### config.mk
export PLATFORM = sky130hd
export DESIGN_NAME = futures_symbol_root_length_unit
export DESIGN_NICKNAME = d
export VERILOG_FILES = /design/src/rtl/core/fsrl_pkg.sv /design/src/rtl/core/fsrl_track.sv /design/src/rtl/core/futures_symbol_root_length_unit.sv
export VERILOG_INCLUDE_DIRS = /design/src /design/src/rtl/core
export SDC_FILE = /design/constraint.sdc
export NUM_CORES = 1
export LEC_CHECK = 0
export ABC_CLOCK_PERIOD_IN_PS = 4100
export BUFFER_PORTS_ARGS = -buffer_cell sky130_fd_sc_hd__buf_2
export CORE_UTILIZATION = 60
export DETAILED_ROUTE_END_ITERATION = 12
export PLACE_DENSITY = 0.85
export SYNTH_ARGS = -nofsm -noshare
export SYNTH_HDL_FRONTEND = slang
export SYNTH_SLANG_ARGS = --single-unit
### constraint.sdc
create_clock -name clk -period 4.1 [get_ports clk]
set_clock_uncertainty 0.15 [all_clocks]
set_input_delay 1.23 -clock clk [delete_from_list [all_inputs] [get_ports clk]]
set_output_delay 1.23 -clock clk [all_outputs]
set_load 0.01 [all_outputs]
### src/rtl/core/futures_symbol_root_length_unit_defines.svh
// Assertion macros shared by the futures symbol root length RTL.
`ifndef FUTURES_SYMBOL_ROOT_LENGTH_UNIT_DEFINES_SVH
`define FUTURES_SYMBOL_ROOT_LENGTH_UNIT_DEFINES_SVH

// Same-cycle implication, checked on every rising edge outside reset.
`define FSRL_ASSERT_IMP(lbl, ante, cons) \
  lbl: assert property (@(posedge clk) disable iff (rst) (ante) |-> (cons)) \
    else $error("fsrl assertion failed");

// Next-cycle implication, checked on every rising edge outside reset.
`define FSRL_ASSERT_NXT(lbl, ante, cons) \
  lbl: assert property (@(posedge clk) disable iff (rst) (ante) |=> (cons)) \
    else $error("fsrl assertion failed");

`endif

### src/rtl/core/fsrl_pkg.sv
// Package: constants, types and helpers for the futures symbol root length unit.
`timescale 1ns / 1ps
package fsrl_pkg;

  localparam int MAX_SYMBOL_LEN = 32;
  localparam int POS_W          = $clog2(MAX_SYMBOL_LEN + 1);
  localparam int CHAR_W         = 8;
  localparam int ROOT_W         = 6;
  localparam int OUTCOME_W      = 2;

  localparam logic [CHAR_W-1:0] CH_SPACE  = 8'h20;
  localparam logic [CHAR_W-1:0] CH_HYPHEN = 8'h2D;
  localparam logic [CHAR_W-1:0] CH_ZERO   = 8'h30;
  localparam logic [CHAR_W-1:0] CH_NINE   = 8'h39;

  localparam logic [OUTCOME_W-1:0] OUTCOME_PLAIN  = 2'd0;
  localparam logic [OUTCOME_W-1:0] OUTCOME_MONTH  = 2'd1;
  localparam logic [OUTCOME_W-1:0] OUTCOME_REJECT = 2'd2;

  typedef struct packed {
    logic [ROOT_W-1:0]    root_len;
    logic [OUTCOME_W-1:0] outcome;
  } result_t;

  // Expiry month letters: F G H J K M N Q U V X Z.
  function automatic logic is_month_code(input logic [CHAR_W-1:0] c);
    logic hit;
    case (c)
      8'h46, 8'h47, 8'h48, 8'h4A, 8'h4B, 8'h4D,
      8'h4E, 8'h51, 8'h55, 8'h56, 8'h58, 8'h5A: hit = 1'b1;
      default:                                  hit = 1'b0;
    endcase
    return hit;
  endfunction

endpackage

### src/rtl/core/fsrl_track.sv
// Per-symbol character tracker: scan state and the root length decision.
`timescale 1ns / 1ps
module fsrl_track (
  input  logic                          clk,
  input  logic                          rst,
  input  logic                          step,
  input  logic [fsrl_pkg::CHAR_W-1:0]   sym_char,
  input  logic                          last_char,
  output fsrl_pkg::result_t             result
);

  localparam logic [fsrl_pkg::POS_W-1:0] POS_MAX = fsrl_pkg::POS_W'(fsrl_pkg::MAX_SYMBOL_LEN);

  logic [fsrl_pkg::POS_W-1:0] char_position, char_position_next;
  logic                       delimiter_seen, delimiter_seen_next;
  logic [fsrl_pkg::POS_W-1:0] effective_length, effective_length_next;
  logic [fsrl_pkg::POS_W-1:0] last_nondigit_position, last_nondigit_position_next;
  logic                       last_nondigit_is_month, last_nondigit_is_month_next;
  logic                       nondigit_seen, nondigit_seen_next;
  logic                       prev_char_is_digit, prev_char_is_digit_next;

  logic [fsrl_pkg::POS_W-1:0] pos_inc;
  logic [fsrl_pkg::POS_W-1:0] eff;
  logic [fsrl_pkg::POS_W-1:0] root;
  logic                       is_delim;
  logic                       is_digit;

  assign is_delim = (sym_char == fsrl_pkg::CH_SPACE) || (sym_char == fsrl_pkg::CH_HYPHEN);
  assign is_digit = (sym_char >= fsrl_pkg::CH_ZERO) && (sym_char <= fsrl_pkg::CH_NINE);
  assign pos_inc  = (char_position < POS_MAX) ? char_position + 1'b1 : char_position;

  // Updated scan state including the current character.
  always_comb begin
    delimiter_seen_next         = delimiter_seen;
    effective_length_next       = effective_length;
    last_nondigit_position_next = last_nondigit_position;
    last_nondigit_is_month_next = last_nondigit_is_month;
    nondigit_seen_next          = nondigit_seen;
    prev_char_is_digit_next     = prev_char_is_digit;
    char_position_next          = pos_inc;
    if (!delimiter_seen) begin
      if (is_delim) begin
        delimiter_seen_next   = 1'b1;
        effective_length_next = char_position;
      end else if (is_digit) begin
        prev_char_is_digit_next = 1'b1;
      end else begin
        prev_char_is_digit_next     = 1'b0;
        nondigit_seen_next          = 1'b1;
        last_nondigit_position_next = char_position;
        last_nondigit_is_month_next = fsrl_pkg::is_month_code(sym_char);
      end
    end
  end

  // Root decision from the updated state.
  always_comb begin
    eff = delimiter_seen_next ? effective_length_next : pos_inc;
    if ((eff == '0) || !prev_char_is_digit_next || !nondigit_seen_next) begin
      root           = eff;
      result.outcome = fsrl_pkg::OUTCOME_PLAIN;
    end else if (last_nondigit_is_month_next) begin
      root           = last_nondigit_position_next;
      result.outcome = fsrl_pkg::OUTCOME_MONTH;
    end else begin
      root           = pos_inc;
      result.outcome = fsrl_pkg::OUTCOME_REJECT;
    end
    result.root_len = fsrl_pkg::ROOT_W'(root);
  end

  // Commit on each step; clear after the final character.
  always_ff @(posedge clk) begin
    if (rst || (step && last_char)) begin
      char_position          <= '0;
      delimiter_seen         <= 1'b0;
      effective_length       <= '0;
      last_nondigit_position <= '0;
      last_nondigit_is_month <= 1'b0;
      nondigit_seen          <= 1'b0;
      prev_char_is_digit     <= 1'b0;
    end else if (step) begin
      char_position          <= char_position_next;
      delimiter_seen         <= delimiter_seen_next;
      effective_length       <= effective_length_next;
      last_nondigit_position <= last_nondigit_position_next;
      last_nondigit_is_month <= last_nondigit_is_month_next;
      nondigit_seen          <= nondigit_seen_next;
      prev_char_is_digit     <= prev_char_is_digit_next;
    end
  end

endmodule

### src/rtl/core/futures_symbol_root_length_unit.sv
// Top level: futures symbol root length unit with input and result registers.
//
//  channel | direction | tdata (low bit up)              | tlast
//  --------+-----------+---------------------------------+-----------------
//  s_*     | in        | sym_char[7:0]                   | last_char
//  m_*     | out       | root_len[5:0], outcome[7:6]     | -
//
//  One character request per cycle, sustained except while a final character waits for
//  a free result slot; the scan state update is a single compare-and-update pass between
//  the input register and the tracker. A result is registered once its final character advances.
//  rst is synchronous, active high; it clears the valid flags and scan state.
//  A stalled result blocks only the final character of the next symbol;
//  earlier characters keep flowing into the tracker.
`timescale 1ns / 1ps
`include "futures_symbol_root_length_unit_defines.svh"
module futures_symbol_root_length_unit (
  input  logic       clk,
  input  logic       rst,
  input  logic       s_tvalid,
  output logic       s_tready,
  input  logic [7:0] s_tdata,   // sym_char[7:0]
  input  logic       s_tlast,   // last_char
  output logic       m_tvalid,
  input  logic       m_tready,
  output logic [7:0] m_tdata    // root_len[5:0], outcome[7:6]
);

  // Input register stage.
  logic                            in_valid;
  logic [fsrl_pkg::CHAR_W-1:0]     in_char;
  logic                            in_last;

  // Result register stage.
  logic                            out_valid;
  logic [fsrl_pkg::ROOT_W-1:0]     out_root;
  logic [fsrl_pkg::OUTCOME_W-1:0]  out_outcome;

  logic                            out_free;
  logic                            advance;
  fsrl_pkg::result_t               result;

  // Advance a character into the tracker; a final character also needs a
  // free result slot.
  assign out_free = !out_valid || m_tready;
  assign advance  = in_valid && (!in_last || out_free);
  assign s_tready = !in_valid || advance;

  always_ff @(posedge clk) begin
    if (rst) begin
      in_valid <= 1'b0;
    end else if (s_tready) begin
      in_valid <= s_tvalid;
    end
  end

  // Hold the payload until the stage advances.
  always_ff @(posedge clk) begin
    if (s_tready && s_tvalid) begin
      in_char <= s_tdata;
      in_last <= s_tlast;
    end
  end

  fsrl_track u_track (
    .clk       (clk),
    .rst       (rst),
    .step      (advance),
    .sym_char  (in_char),
    .last_char (in_last),
    .result    (result)
  );

  // Load a result on the final character; drop it once taken.
  always_ff @(posedge clk) begin
    if (rst) begin
      out_valid <= 1'b0;
    end else if (advance && in_last) begin
      out_valid <= 1'b1;
    end else if (m_tready) begin
      out_valid <= 1'b0;
    end
  end

  always_ff @(posedge clk) begin
    if (advance && in_last) begin
      out_root    <= result.root_len;
      out_outcome <= result.outcome;
    end
  end

  assign m_tvalid = out_valid;
  assign m_tdata  = {out_outcome, out_root};

  // A final character always leaves a result behind.
  `FSRL_ASSERT_NXT(a_last_gives_result, advance && in_last, out_valid)
  // An accepted request always lands in the input stage.
  `FSRL_ASSERT_NXT(a_accept_loads_stage, s_tvalid && s_tready, in_valid)
  // A rejected symbol reports its full, nonzero length.
  `FSRL_ASSERT_IMP(a_reject_nonzero,
    out_valid && (out_outcome == fsrl_pkg::OUTCOME_REJECT), out_root != '0)
  // Only defined outcome codes leave the block.
  `FSRL_ASSERT_IMP(a_outcome_defined, out_valid,
    (out_outcome == fsrl_pkg::OUTCOME_PLAIN) || (out_outcome == fsrl_pkg::OUTCOME_MONTH) ||
    (out_outcome == fsrl_pkg::OUTCOME_REJECT))

endmodule
# Word-level counts from Yosys, hierarchy flattened
# Index checks and enable logic that the tools add are counted.
# word_totals
regBits	41
out_inout_bits	10
in_bits	13
word_cells	74
# op_classes
reduce_logical	19
n_mux	24
n_eq_ne	14
magnitude_cmp	3
n_addsub	1
# ops
op	count
8-bit by 7-bit equality test with 1-bit output (second input constant)	12
6-bit two-way mux	9
8-bit by 6-bit equality test with 1-bit output (second input constant)	2
1-bit two-way mux	14
12-bit OR reduction	1
8-bit by 6-bit greater-or-equal comparator with 1-bit output (second input constant)	1
8-bit by 6-bit less-or-equal comparator with 1-bit output (second input constant)	1
1-bit logical OR	7
6-bit by 1-bit adder with 6-bit output (second input constant)	1
6-bit zero test	1
6-bit less-than comparator (second input constant)	1
1-bit zero test	5
1-bit logical AND	4
2-bit two-way mux	1
2-bit nonzero test	1

# Logic depth before layout (Yosys ltp)
# Gate-level depths: netlist of run 1.
# logic_depth
depth_word	9
mapped_depth	8
depth_no_buf	8

# Cells and area by module
# Synthesis of run 1 repeated with hierarchy kept, for this count alone.
# unflattened
cells_unflattened	217
hier_area_um2	2183.3
# modules_own_cells
module	seq_area_each_um2	area_each_um2	n_inst	cells_each
fsrl_track	440.4	1569.0	1	188
futures_symbol_root_length_unit	550.5	614.3	1	29

# Least setup slack after synthesis of run 1
# No wires, ideal clock.
# synth_timing
path_type	input-to-output
start	in m_tready
end	out s_tready
path_buffers	0
path_stages	2
setup_slack_ps	1138
required_time_ps	2720
arrival_time_ps	1582
cell_sequence	nor2b_1 nand3_1
# synth_between
elab_chain_len	4
# synth_rtl
element	line_no	rtl
from (decl)	futures_symbol_root_length_unit.sv:24	input logic m_tready,
1-bit logical OR	futures_symbol_root_length_unit.sv:44	assign out_free = !out_valid || m_tready;
1-bit logical OR	futures_symbol_root_length_unit.sv:45	assign advance = in_valid && (!in_last || out_free);
1-bit logical AND	futures_symbol_root_length_unit.sv:45	
1-bit logical OR	futures_symbol_root_length_unit.sv:46	assign s_tready = !in_valid || advance;
to (decl)	futures_symbol_root_length_unit.sv:20	output logic s_tready,
# Every way passes these cells.

# Worst setup path after layout of run 1
# Ends and elaborated chain as after synthesis.

==> results of run 1 <==
## worst max-delay path by stage
stage | cells after the start | slack [ps] | start | to
2_1_floorplan | 2 | 1140 | m_tready | s_tready
3_3_place_gp | 6 | 870 | m_tready | u_track.prev_char_is_digit$_SDFFE_PP0P_
3_5_place_dp | 6 | 770 | m_tready | u_track.last_nondigit_position[1]$_SDFFE_PP0P_
4_1_cts | 4 | 900 | m_tready | s_tready
5_1_grt | 4 | 810 | m_tready | s_tready
6_report | 4 | 910 | m_tready | s_tready
## cells in the mapped netlist, drive strengths merged, types with 2 or more instances
cell type / number / area share [%]
xnor2: 3 / 1.3
dfxtp: 24 / 24
nor3: 6 / 2.0
xor2: 4 / 1.7
clkbuf: 10 / 1.9
nor2: 35 / 6.5
nor4: 2 / 1.4
nor3b: 2 / 0.75
inv: 4 / 0.75
nand3: 3 / 0.75
mux2: 2 / 1.1
nor2b: 2 / 0.62
mux2i: 14 / 7.0
buf: 2 / 0.43
a21oi: 19 / 4.7
or2: 3 / 0.93
edfxtp: 17 / 25
or3: 6 / 2.1
o21a: 2 / 0.75
nand2b: 5 / 1.6
o31ai: 5 / 2.1
nand2: 15 / 2.8
o21ai: 7 / 1.7
## registers in the layout (all words and copies together), names as in the netlist, 2 cells and up
| signal | flops |
|---|---|
| in_char | 8 |
| out_root | 6 |
| u_track.char_position | 6 |
| u_track.effective_length | 6 |
| u_track.last_nondigit_position | 6 |
| out_outcome | 2 |
## metal layers
layer | wire (um) | vias up | track usage [%]
li1 | - | 774 | -
met5 | 0 | - | 0
met2 | 1820 | 48 | 37.5
met4 | 70 | 0 | 11.3
met3 | 211 | 10 | 4.55
met1 | 1800 | 727 | 35.2
## power groups by stage
stage	registers (mW)	logic [mW]	clock network, mW
final	0.448	0.0581	0.275
after CTS	0.448	0.0582	0.279
after floorplan	0.455	0.0418	0
after global placement	0.457	0.0556	0
after global routing	0.450	0.0645	0.300
after detailed placement	0.458	0.0578	0
## through the flow
stage | setup slack (ps) | instance area (sq um) | util, %
finish | 905 | 2230 | 71.2
global route | 810 | 2230 | 71.2
CTS | 904 | 2230 | 71.2
detailed placement | 770 | 2140 | 68.4
global placement | 868 | 2140 | 68.4
floorplan | 1140 | 2010 | -
## cells by family (layout without fill, tap and decap cells)
| family | Yosys count | in the layout |
|---|---|---|
| simple gates | 84 | 84 |
| compound gates | 42 | 42 |
| flops | 41 | 41 |
| mux | 16 | 16 |
| buf+inv | 16 | 35 |
| xor+xnor | 7 | 7 |
| fa+ha+maj | 2 | 2 |
## cell type report
type	instances	area, sq um
fillers	246	901
well taps	44	55.1
clock buffers	6	51.3
multi-input cells	151	960
repair buffers	23	118
flip-flops and latches	41	991
clock inverters	2	37.5
inverters	4	15.0
## critical path: cells and delay by family
family | cells | cell delay (ps)
buf+inv | 2 | 250
simple gates | 2 | 330
==> results summary, run 1 <==
The Yosys step of the flow raised 0 warnings. The count of standard-cell rows is 20. The last weighted congestion value of the routability-driven placer is ~0.86. The internal power is between 600 and 700 uW. The area inside the core boundary is ~3100 sq um.

Data arrives at the worst endpoint at between 1500 and 2000 ps. The aggregate routed wire length came out at a little under 4 mm. Counting stages on the worst path, the most repeated cell is sky130_fd_sc_hd__buf_2.

The via count is between 1,500 and 2,000. The endpoint required time on the critical path came out at approximately 2700 ps. The proportion of synthesized chip area in sequential cells is between 40% and 50%. The final critical path takes up roughly 80% of the cycle.

From left edge to right edge, the die measures 59.9 um. The total standard cell area after synthesis came out at roughly 2000 sq um. The first global-routing pass estimated about 6.5 mm of wire. Sequential cells account for around 57% of the total power.

The worst setup path is captured at a primary output. Walking the worst path, the cells encountered are buf_2, nor2b_1, nand3_1, buf_2. The switching part of the total came out at between 20 and 25%. For the worst flop-to-flop path, the logic depth is 7. The number of buffers added by the clock tree synthesis step is 5. The number of levels the H-tree was split into came out at 2. The first-pass iteration count of the detailed router came out at 4.

The count of final hold-check violations came out at 0. Across all register-to-register paths, the minimum setup slack is between 1000 and 1500 ps. For this run, the number of standard cells in the final layout without fillers is 271. By area, the combinational part of the netlist is dominated by simple AND/OR/NAND/NOR gates.

TritonCTS built the clock tree. In this run the critical register-to-register path is launched from in_char[0]$_DFFE_PP_. The number of synthesized flops with an enable pin came out at 17. In this run the worst hold path is classified as flop to flop.

After routing, the total negative slack on setup checks comes to 0 ps. Summed over all nets, the half-perimeter wirelength after detailed placement is 2.83 mm. The library cells used most frequently in the layout, excluding fill and tap cells, are 35 x sky130_fd_sc_hd__nor2_1, 24 x sky130_fd_sc_hd__dfxtp_1, 22 x sky130_fd_sc_hd__buf_2, 19 x sky130_fd_sc_hd__a21oi_1, 17 x sky130_fd_sc_hd__edfxtp_1. Derived from the worst setup path, the maximum achievable clock frequency is about 310 MHz.

The share of power burned in the clock network is between 30% and 40%. The maximum number of pins on one net before global-route repair came out at 23. The worst register-to-register path ends at out_root[1]$_DFFE_PP_. Final hold analysis gives a worst-case slack of approximately 310 ps. The number of unique standard cell types used by synthesis is 46. The per-cell routed wire length is between 10 and 15 um. The final setup violation count came out at 0. 0 antenna diodes ended up in the layout. The worst-margin pin slew came out at between 1000 and 1500 ps. The number of antenna violations at the first check in global routing is 0. The most common cell after layout, fill and taps aside is sky130_fd_sc_hd__nor2_1. The number of max-capacitance violations reported came out at 0.

The net count of the finished layout is 240. The root buffer cell chosen for the clock tree is sky130_fd_sc_hd__clkbuf_4. The number of hold-repair buffers added at the cts stage is 0.

The number of global-route vias before repair was 1,363. The standby leakage power is 0.813 nW. The largest stage delay on the critical path came out at 210 ps.

The global routing usage summed across all routing layers came out at ~25%. The total design power came out at a little under 800 uW. The height of the die came out at 59.9 um. After detailed routing, the number of remaining DRC violations is 0. After clock tree synthesis, the clock-pin slew on the worst setup and hold paths is roughly 120 ps. The compound-cell area share of the yosys netlist came out at 14.1%. The slowest stage of the critical path belongs to the cell sky130_fd_sc_hd__nor2b_1.

The area growth from synthesis to layout is 10.7%. The flow ran to the end, and the final reports show no timing, DRC or antenna violations. The later-pin clock latency in the skew report came out at approximately 340 ps. The cell area power density came out at between 300 and 400 nW/um^2. The minimum clock period after layout is between 3000 and 4000 ps. During placement, the flow inserted port buffers numbering 22. STA classifies the critical path startpoint as a primary input.

The number of buffers on the longest clock path came out at 2. The total count of max-transition violations in the final report is 0. Pin placement for this block handled 23 I/O pins. The most instantiated flip-flop cell in the synthesis netlist is sky130_fd_sc_hd__dfxtp_1. Once the floorplan was initialized, standard cells occupied roughly 64% of the core.

The number of design-rule violations left by the first detailed-router iteration is 61. The number of post-CTS setup repair buffers is 0. The fraction of final layout cells sized beyond drive strength 1 is 18.5%. The average instance area after synthesis is 9.67 sq um. The worst-case headroom to the max-slew limit came out at slightly above 20%. The type of the worst setup path is primary input to primary output. The maximum net fanout on the critical path is 4. The post-synthesis net count is between 200 and 250. The number of register bits inferred by synthesis came out at roughly 40. Of all flip-flops after synthesis, the portion carrying an async set or reset was 0%. The area share of fa/ha/maj cells after synthesis is 1.12%.

The number of instances in the placed design is ~260. Once the clock tree was built, the resizer swapped 0 gates to a different size. The area enclosed by the die boundary came out at between 3000 and 4000 sq um. The startpoint identified for the worst hold timing path is u_track.nondigit_seen$_SDFFE_PP0P_.

The peak ir drop on the vdd network is ~0.25 mV. The hold path depth came out at 2. The share of power burned in combinational logic came out at roughly 7.4%. The xor-xnor portion of the synthesized cell area is about 3.0%. In this run the remaining antenna-violating nets after routing total 0.

After Yosys synthesis, and, or, nand and nor cells account for about a fifth of the synthesized area. Setup repair after global routing left no endpoint under its margin. For this run the aggregate overflow at the end of global routing stands at 0. The number of sinks handled by clock tree synthesis is 41. The cell count after synthesis came out at 208.

The routed via count divided by cell count came out at about 5.8. The capture endpoint of the worst hold path is u_track.nondigit_seen$_SDFFE_PP0P_. The mux contribution to synthesized area is between 8 and 9%. The net switching power of the design came out at 176 uW.
Note: power is estimated with default switching activity, not from simulation.
==> run 2, diff against run 1 <==
--- a/config.mk
+++ b/config.mk
@@ -6,11 +6,11 @@
 export SDC_FILE = /design/constraint.sdc
 export NUM_CORES = 1
 export LEC_CHECK = 0
-export ABC_CLOCK_PERIOD_IN_PS = 4100
+export ABC_CLOCK_PERIOD_IN_PS = 2850
 export BUFFER_PORTS_ARGS = -buffer_cell sky130_fd_sc_hd__buf_2
-export CORE_UTILIZATION = 60
+export CORE_UTILIZATION = 52
 export DETAILED_ROUTE_END_ITERATION = 12
-export PLACE_DENSITY = 0.85
+export PLACE_DENSITY = 0.78
 export SYNTH_ARGS = -nofsm -noshare
 export SYNTH_HDL_FRONTEND = slang
 export SYNTH_SLANG_ARGS = --single-unit
==> constraint.sdc (replaced) <==
create_clock -name clk -period 2.85 [get_ports clk]
set_clock_uncertainty 0.15 [all_clocks]
set_input_delay 0.855 -clock clk [delete_from_list [all_inputs] [get_ports clk]]
set_output_delay 0.855 -clock clk [all_outputs]
set_load 0.01 [all_outputs]
==> results summary, run 2 (synthesized netlist as in run 1, its figures left out) <==
The run finished with clean final reports. Summing internal, switching and leakage power gives 1.21 mW. The register area is between 900 and 1000 sq um. In the final layout, the multi-input gates occupy between 900 and 1000 sq um. The startpoint class of the critical path is a flop. The path class of the tightest hold or removal check is flop to flop. The number of levels the H-tree was split into came out at 2. The later-pin clock latency in the skew report came out at 310 ps. The most common cell after layout, fill and taps aside is sky130_fd_sc_hd__nor2_1. The type of destination of the critical path is a flop.

The global routing usage summed across all routing layers is between 20% and 30%. The first-pass GRT wire length is ~6.7 mm. The initialized floorplan defines 22 standard-cell rows. The slowest stage of the critical path belongs to the cell sky130_fd_sc_hd__or3_4. The starting density of the core came out at between 50% and 60%. The library cells used most frequently in the layout, excluding fill and tap cells, are 34 x sky130_fd_sc_hd__nor2_1, 24 x sky130_fd_sc_hd__dfxtp_1, 22 x sky130_fd_sc_hd__buf_2, 19 x sky130_fd_sc_hd__a21oi_1, 17 x sky130_fd_sc_hd__edfxtp_1. The total overflow left after global routing is 0. For this run, design rule violations remaining after detail routing come to 0. The via count came out at 1,564. The area inside the core boundary is 3690 sq um. The total count of max-transition violations in the final report was 0.

The worst path arrival time came out at 2650 ps. The area enclosed by the die boundary came out at ~4100 sq um. STA puts the critical path data required time at ~2800 ps. The final layout contains routed wiring with a total length of between 3 and 4 mm.

The critical path is of the flop to flop type. The estimated wirelength of the detail-placed design came out at 2.84 mm. The minimum clock period after layout is 2740 ps. The number of nets with antenna violations after routing came out at 0.

The portion of the clock cycle consumed by the worst path in the final layout came out at slightly below 100%. The count of final hold-check violations came out at 0. The die is roughly 64 um wide. The net count of the finished layout is 252. The sum of negative setup slack came out at 0 ps. The number of design-rule violations left by the first detailed-router iteration came out at just under 100. On the worst path, the slowest cell contributes a delay of between 400 and 500 ps. The maximum number of pins on one net before global-route repair is 19. During I/O placement, the number of pins put on the boundary was 23.

Across the run, the number of max-cap violations was 0. The fraction of final layout cells sized beyond drive strength 1 came out at around a quarter. The number of hold buffers added after CTS was 0. The congestion estimate from routability-driven global placement came to approximately 0.86. The count of buffers inserted at the top-level ports is 22. The number of flip-flops in the largest register came out at 8. The maximum net fanout on the critical path came out at 8.

The number of sinks handled by clock tree synthesis is 41. The final setup violation count is 0. The number of global-route vias before repair came out at between 1,500 and 2,000. The cell area power density is between 500 and 600 nW/um^2. The placed instances occupy a cell area of roughly 2200 sq um.

TritonCTS built the clock tree. The clock root buffer master is sky130_fd_sc_hd__clkbuf_8. Walking the worst path, the cells encountered are or3_4, a2111oi_4, buf_4, nor3_2, o31ai_2, o2111ai_2, nor4_4, buf_6, o31ai_1. The height of the die came out at between 60 and 70 um.

The final non-filler cell area came out at approximately 2400 sq um. The clock-pin slew on the worst setup and hold paths came out at ~80 ps. The final design utilization came out at about 64%.

The first-pass iteration count of the detailed router is 4. More flip-flops sit in one register than any other, and that register is in_char. The area growth from synthesis to layout is 17.6%.

The number of buffers added by the clock tree synthesis step came out at 5. Timing would allow up to 365 MHz. The number of buffers on the longest clock path is 2. The number of antenna violations at the first check in global routing came to 0.

The worst-margin pin slew is around 930 ps. The hold path depth came out at 2. The filler cells instantiated in the layout total roughly 300.

The number of diodes added for antenna fixing came out at 0. Summed over all cells, the static leakage comes to about 0.89 nW. The worst-case headroom to the max-slew limit came out at 37.9%. The cell count of the worst reg-to-reg path came out at 9. The per-cell routed wire length came out at between 10 and 15 um.

The routed via count divided by cell count is 5.45. The peak ir drop on the vdd network came out at about 0.38 mV.
run 2: worst paths after layout:
path                                       from                                 end  slack, ps
min          u_track.nondigit_seen$_SDFFE_PP0P_  u_track.nondigit_seen$_SDFFE_PP0P_        320
max                        in_char[3]$_DFFE_PP_               out_root[1]$_DFFE_PP_        110
max reg2reg                in_char[3]$_DFFE_PP_               out_root[1]$_DFFE_PP_        110
min reg2reg  u_track.nondigit_seen$_SDFFE_PP0P_  u_track.nondigit_seen$_SDFFE_PP0P_        320
run 2: final cells by class:
| class | instances | share of cell area, % |
|---|---|---|
| clock buffer | 5 | 2.91 |
| clock inverter | 3 | 1.96 |
| inverter | 4 | 0.635 |
| tap | 48 | 2.54 |
| sequential | 41 | 41.9 |
| multi-input combinational | 151 | 41.1 |
| timing repair buffer | 35 | 8.94 |
run 2: critical path, delay by kind of cell, from the launching register on:
kind	cells	cell delay (ps)
compound gates	4	790
simple gates	3	770
flops	1	410
buf+inv	2	370
run 2: per-layer routing:
layer	part of all wire, %	global-route usage, %
met2	46	35.8
met1	46	25.9
met4	2.4	11.9
met5	0	0
met3	5.1	5.36
run 2: power by group:
part | switching (mW) | internal, mW
sequential | 0.0143 | 0.628
clock | 0.211 | 0.262
combinational | 0.0539 | 0.0405
total | 0.280 | 0.930
run 2: timing repair:
action,in CTS,in global routing
resized for setup,0,4
setup buffers,0,2
endpoints found under the setup margin,0,8
run 2: metrics by stage:
step | std cells | hold WS [ps] | setup slack [ps]
floorplan | 208 | 276 | 122
global placement | 277 | 300 | 143
detailed placement | 277 | 307 | 63.9
CTS | 285 | 318 | 39.8
global route | 287 | 359 | -21.5
finish | 287 | 319 | 109
